===== config.mk =====
export PLATFORM = sky130hd
export DESIGN_NAME = hsfe_front
export DESIGN_NICKNAME = d
export VERILOG_FILES = /design/src/rtl/hsfe_pkg.sv /design/src/rtl/hsfe_front.sv
export SDC_FILE = /design/constraint.sdc
export NUM_CORES = 2
export LEC_CHECK = 0
export ABC_AREA = 1
export BUFFER_PORTS_ARGS = -buffer_cell sky130_fd_sc_hd__buf_2
export CORE_ASPECT_RATIO = 1.75
export CORE_MARGIN = 5
export CORE_UTILIZATION = 55
export DETAILED_ROUTE_END_ITERATION = 7
export PLACE_DENSITY = 0.69
export SYNTH_ARGS = -nofsm -noshare
export SYNTH_HDL_FRONTEND = slang
export SYNTH_SLANG_ARGS = --single-unit

===== constraint.sdc =====
create_clock -name clock -period 12 [get_ports clock]
set_clock_uncertainty 0.05 [all_clocks]
set_input_delay 2.4 -clock clock [delete_from_list [all_inputs] [get_ports clock]]
set_output_delay 2.4 -clock clock [all_outputs]
set_load 0.01 [all_outputs]

===== src/rtl/hsfe_pkg.sv =====
`default_nettype none

package hsfe_pkg;

   // field widths
   localparam int FRAC_BITS_DEF = 16;
   localparam int IN_W          = 18;
   localparam int OUT_W         = 18;
   localparam int TAG_W         = 7;
   localparam int NODE_W        = 5;
   localparam int OUT_MAX       = 131071;
   localparam int OUT_MIN       = -131072;

   // stream word layouts
   localparam int REQ_DATA_W = 64;
   localparam int RSP_DATA_W = 88;

   // last node number per element kind
   localparam logic [NODE_W-1:0] LAST_LIN  = NODE_W'(7);
   localparam logic [NODE_W-1:0] LAST_QUAD = NODE_W'(19);

   // node_mode codes
   localparam logic MODE_LIN  = 1'b0;
   localparam logic MODE_QUAD = 1'b1;

   // extra right shift beyond FRAC_BITS applied when rounding a product
   typedef enum logic [1:0] {
      SH_0 = 2'd0,
      SH_1 = 2'd1,
      SH_2 = 2'd2,
      SH_3 = 2'd3
   } shift_type;

   // axis of a mid-edge node (0 = r, 1 = s, 2 = t)
   function automatic logic [1:0] edge_axis(input logic [3:0] e);
      logic [1:0] a;
      unique case (e)
         4'd0, 4'd2, 4'd4, 4'd6: a = 2'd0;
         4'd1, 4'd3, 4'd5, 4'd7: a = 2'd1;
         default:                a = 2'd2;
      endcase
      return a;
   endfunction

   // positive-sign bits {t,s,r} of a mid-edge node (axis bit unused)
   function automatic logic [2:0] edge_pos(input logic [3:0] e);
      logic [2:0] p;
      unique case (e)
         4'd1:    p = 3'b001;
         4'd2:    p = 3'b010;
         4'd4:    p = 3'b100;
         4'd5:    p = 3'b101;
         4'd6:    p = 3'b110;
         4'd7:    p = 3'b100;
         4'd9:    p = 3'b001;
         4'd10:   p = 3'b011;
         4'd11:   p = 3'b010;
         default: p = 3'b000;
      endcase
      return p;
   endfunction

   // positive-sign bits {t,s,r} of a corner node
   function automatic logic [2:0] corner_pos(input logic [2:0] n);
      return {n[2], n[1], n[0] ^ n[1]};
   endfunction

endpackage

`default_nettype wire


===== src/rtl/hsfe_front.sv =====
`default_nettype none

module hsfe_front #(
   parameter int FRAC_BITS = hsfe_pkg::FRAC_BITS_DEF,
   parameter int VW        = FRAC_BITS + 5
) (
   input  wire logic                             clock,
   input  wire logic                             reset,
   input  wire logic                             req_tvalid,
   output logic                                  req_tready,
   // coord_r[17:0], coord_s[35:18], coord_t[53:36], point_index[60:54], zero fill
   input  wire logic [hsfe_pkg::REQ_DATA_W-1:0]  req_tdata,
   input  wire logic                             node_mode,
   input  wire logic                             pop,
   output logic                                  head_valid,
   output logic signed [VW-1:0]                  x_r,
   output logic signed [VW-1:0]                  x_s,
   output logic signed [VW-1:0]                  x_t,
   output logic signed [VW-1:0]                  q_r,
   output logic signed [VW-1:0]                  q_s,
   output logic signed [VW-1:0]                  q_t,
   output logic [hsfe_pkg::TAG_W-1:0]            head_tag,
   output logic                                  head_mode
);
   import hsfe_pkg::*;

   localparam int CW = (VW > IN_W + 1) ? VW : IN_W + 1;
   localparam int PW = 2 * VW;
   localparam int EW = 6 * VW + TAG_W + 1;
   localparam logic signed [CW-1:0] ONE_C = CW'(1) <<< FRAC_BITS;
   localparam logic signed [VW-1:0] ONE   = VW'(1) <<< FRAC_BITS;
   localparam logic [PW-1:0]        HALF  = PW'(1) << (FRAC_BITS - 1);

   logic signed [IN_W-1:0] raw [3];
   logic signed [VW-1:0]   xc  [3];
   logic signed [VW-1:0]   qc  [3];
   logic [EW-1:0]          ent_ff [2];
   logic                   wr_ptr_ff, wr_ptr_in, rd_ptr_ff, rd_ptr_in;
   logic [1:0]             cnt_ff, cnt_in;
   logic                   push;
   logic [EW-1:0]          head;

   assign raw[0] = req_tdata[IN_W-1:0];
   assign raw[1] = req_tdata[2*IN_W-1:IN_W];
   assign raw[2] = req_tdata[3*IN_W-1:2*IN_W];

   // clamp to [-one, one] and form 1 - x*x per axis
   always_comb begin
      logic signed [CW-1:0] xe;
      logic [PW-1:0]        sq;
      for (int k = 0; k < 3; k++) begin
         xe = CW'(raw[k]);
         if (xe > ONE_C)       xe = ONE_C;
         else if (xe < -ONE_C) xe = -ONE_C;
         xc[k] = VW'(xe);
         sq    = PW'(xc[k] * xc[k]);
         qc[k] = ONE - VW'((sq + HALF) >> FRAC_BITS);
      end
   end

   // two-word queue toward the back end
   assign req_tready = (cnt_ff != 2'd2);
   assign push       = req_tvalid && req_tready;
   assign head_valid = (cnt_ff != 2'd0);

   always_comb begin
      wr_ptr_in = push ? ~wr_ptr_ff : wr_ptr_ff;
      rd_ptr_in = pop ? ~rd_ptr_ff : rd_ptr_ff;
      cnt_in    = cnt_ff + 2'(push) - 2'(pop);
   end

   always_ff @(posedge clock) begin
      if (reset) begin
         wr_ptr_ff <= 1'b0;
         rd_ptr_ff <= 1'b0;
         cnt_ff    <= 2'd0;
      end else begin
         wr_ptr_ff <= wr_ptr_in;
         rd_ptr_ff <= rd_ptr_in;
         cnt_ff    <= cnt_in;
      end
   end

   always_ff @(posedge clock) begin
      if (push) begin
         ent_ff[wr_ptr_ff] <= {node_mode, req_tdata[3*IN_W+TAG_W-1:3*IN_W],
                               qc[2], qc[1], qc[0], xc[2], xc[1], xc[0]};
      end
   end

   assign head      = ent_ff[rd_ptr_ff];
   assign x_r       = head[VW-1:0];
   assign x_s       = head[2*VW-1:VW];
   assign x_t       = head[3*VW-1:2*VW];
   assign q_r       = head[4*VW-1:3*VW];
   assign q_s       = head[5*VW-1:4*VW];
   assign q_t       = head[6*VW-1:5*VW];
   assign head_tag  = head[6*VW+TAG_W-1:6*VW];
   assign head_mode = head[EW-1];

   a_no_pop_empty: assert property (@(posedge clock) disable iff (reset)
      pop |-> head_valid) else $error("pop from empty queue");
   a_cnt_range: assert property (@(posedge clock) disable iff (reset)
      cnt_ff != 2'd3) else $error("queue count out of range");
   a_no_push_full: assert property (@(posedge clock) disable iff (reset)
      cnt_ff == 2'd2 |-> !push) else $error("push into full queue");

endmodule

`default_nettype wire


==> results.py <==
metrics = {
    "job": {
        "max-cap-violations": 0,
    },
    "logic_synthesis": {
        "yosys_warnings": 0,
        "synth_sequential_area_ratio_pct": 15.3,
        "yosysUniqueCellTypes": 57,
        "netlist_instances": 5441,
        "synthArstFlopShare_pct": 0,
        "count_of_flip_flops_with_a_built_in_enable_after_synthesis": 250,
        "syn_area_sq_mm": 0.0496,
        "top_cell_types_by_occurrence_after_synthesis": "sky130_fd_sc_hd__inv_1 (1713), sky130_fd_sc_hd__fa_1 (1029), sky130_fd_sc_hd__nand2_1 (761)",
        "post_synth_main_area_contributors": "sky130_fd_sc_hd__fa_1 (42%), sky130_fd_sc_hd__edfxtp_1 (15%), sky130_fd_sc_hd__inv_1 (13%)",
        "synth_top_area_share_pct": 41.6,
        "synth-main-ff-cell": "sky130_fd_sc_hd__edfxtp_1",
        "synth-seq-cells": 255,
        "most_common_cell_in_the_synthesized_netlist": "sky130_fd_sc_hd__inv_1",
        "syn_avg_cell_area_sq_um": 9.11,
        "synth_area_leader_cell": "sky130_fd_sc_hd__fa_1",
    },
    "clock_network": {
        "clkSinkCount": 255,
        "clockBufferDepth": 3,
        "clkTransAtPathRegs_ns": 0.07,
        "cts_hold_buf": 0,
        "cts_inserted_buffers": 27,
        "insertion_delay_ns": 0.60,
        "post_cts_resize_count": 0,
        "h-tree-depth": 1,
        "tritoncts": "done",
        "cts_setup_buffers": 0,
        "cts_root_buf": "sky130_fd_sc_hd__clkbuf_16",
    },
    "worst_setup_path": {
        "r2r_slack_ns": 9.48,
        "worstPathBufferInverterCount": 9,
        "worstSetupEndpointType": "flip-flop",
        "r2r_end": "ent_ff[1][55]",
        "crit_path_max_fanout": 13,
        "critPathSlowestCell": "sky130_fd_sc_hd__fa_1",
        "critical_path.reg2reg.startpoint": "cnt_ff[0]",
        "crit_path_start_kind": "input port",
        "r2r_worst_path_depth": 5,
        "timing_worst_setup_path_type": "input port to flip-flop",
        "crit_path_dat_ns": 11.00,
        "crit_path_largest_cell_delay_ns": 0.72,
        "critical_path.top_delay_family": "adder cells",
        "worst_ep_required_time_ns": 12.29,
    },
    "die": {
        "ios": 205,
        "die-area_sq_mm": 0.0965,
        "fp.dieW_microns": 237,
        "num_rows": 145,
        "initial_core_util_pct": 55.4,
        "chipHeight_microns": 407,
        "core_area_sq_mm": 0.0894,
    },
    "detailed_routing": {
        "met3_length_microns": 6110,
        "drtPass1Iterations": 6,
        "routedLengthMet1_microns": 41300,
        "remaining_drc_errors": 0,
        "viasPerCell": 5.22,
        "detailroute.via_count": 36000,
        "met2_wirelength_microns": 75200,
        "drt-wirelength-per-cell_microns": 19.4,
        "max_used_layer": "met5",
        "postRouteAntennaNets": 0,
        "drt_iter0_drc": 1693,
        "totalWireLength_microns": 134000,
    },
    "timing": {
        "layout_worst_path_cycle_share_pct": 89.2,
        "setup_repair_after_global_routing_missed_its_margin": "no",
        "worst_slew_margin_rel_pct": 38.4,
        "finalHoldViolations": 0,
        "final_max_slew_viol_count": 0,
        "tightest_pin_transition_ns": 0.923,
        "finalCriticalPeriod_ns": 10.71,
        "setup_viol": 0,
        "clock.fmax_mhz": 93.4,
        "totalNegativeSetupSlack_ns": 0,
    },
    "final_layout": {
        "final-seq-area_sq_mm": 0.00761,
        "post_route_cells_drive_above_1_share_pct": 10.1,
        "area_growth_pct": 7.83,
        "fillerInstances": 7928,
        "multi_input_area_sq_mm": 0.0352,
        "antenna_cells": 0,
        "post-route-util_pct": 59.8,
        "finalNetCount": 7133,
    },
    "status": {
        "outcome": "finished, final reports clean",
    },
    "grt": {
        "grt_remaining_overflow": 0,
        "grt_antenna_before_repair": 2,
        "via_count_of_the_first_global_routing_pass": 40700,
        "grt_start_max_net_pins": 57,
        "grt_first_pass_wirelength_microns": 213000,
        "track_usage_pct": 28.4,
    },
    "placement": {
        "sum_of_net_half_perimeters_after_detailed_placement_microns": 117000,
        "buffer_ports.inserted": 201,
        "place.gp.congestion": 0.985,
    },
    "worst_hold_path": {
        "worst_hold_path_type": "flip-flop to flip-flop",
        "hp-start": "rd_ptr_ff",
        "min_delay_worst_endpoint": "rd_ptr_ff",
        "hold_depth": 2,
    },
}
## metal layers
layer,up-vias,track usage (%)
li1,16500,-
met1,18000,27.5
met2,1114,55.7
met3,480,3.18
met4,2,18.2
met5,-,0
## state kept, by name, summed over array words and instances (netlist names), named ones only
| register | cells |
|---|---|
| cnt_ff | 2 |
| ent_ff | 250 |
| rd_ptr_ff | 1 |
| wr_ptr_ff | 1 |
## logic make-up after synthesis
| group | count (synthesis) | synth area share (%) |
|---|---|---|
| xor+xnor | 125 | 2.34 |
| simple gates | 1471 | 12.4 |
| compound gates | 299 | 3.46 |
| buf+inv | 1810 | 13.8 |
| mux | 125 | 2.84 |
| flops | 255 | 15.3 |
| other cells | 1 | 0.00756 |
| fa+ha+maj | 1355 | 49.8 |
## worst register-to-register path, delay by kind of cell (launching register included)
kind,cells,cell delay [ns]
DFF,1,0.34
and+or+nand+nor,3,0.85
buffers and inverters,2,0.76
## stage by stage
stage                     setup WS [ns]  area (sq um)  std cells  hold WS [ns]
after floorplan                    1.91         49600       5443         0.430
after global placement            0.818         52600       6856         0.440
after detailed placement          0.736         52600       6856         0.452
after CTS                          1.39         53500       6906         0.476
after global routing              0.691         53500       6906         0.511
final                              1.29         53500       6906         0.466
## area by class of cell
type / instances / share of cell area [%]
multi-input combinational: 3378 / 65.8
sequential: 255 / 14.2
inverter: 1736 / 12.2
timing repair buffer: 311 / 3.43
tap: 1176 / 2.75
clock buffer: 32 / 1.30
clock inverter: 18 / 0.290
## worst max-delay path by stage
stage	from	endpoint	depth (start not counted)
after floorplan	req_tdata[26]	ent_ff[0][99]	37
after global placement	req_tdata[30]	ent_ff[0][104]	35
after detailed placement	req_tdata[30]	ent_ff[0][104]	35
after CTS	req_tdata[30]	ent_ff[1][104]	35
after global routing	req_tdata[27]	ent_ff[1][97]	36
final	req_tdata[30]	ent_ff[1][102]	35
## layout by cell type, fill, tap and decap left out, types with 33 or more instances in the layout
cell / n
sky130_fd_sc_hd__nor3_1: 33
sky130_fd_sc_hd__xnor2_1: 57
sky130_fd_sc_hd__xor2_1: 61
sky130_fd_sc_hd__a21oi_1: 142
sky130_fd_sc_hd__o21ai_0: 69
sky130_fd_sc_hd__ha_1: 326
sky130_fd_sc_hd__mux2_2: 125
sky130_fd_sc_hd__nor2_1: 442
sky130_fd_sc_hd__buf_4: 110
sky130_fd_sc_hd__nand2_1: 761
sky130_fd_sc_hd__fa_1: 1029
sky130_fd_sc_hd__buf_2: 201
sky130_fd_sc_hd__nand3_1: 117
sky130_fd_sc_hd__inv_1: 1713
sky130_fd_sc_hd__edfxtp_1: 250
Power is not shown: default switching activity piles up to over one toggle a cycle in this logic, so the estimate is an artifact.
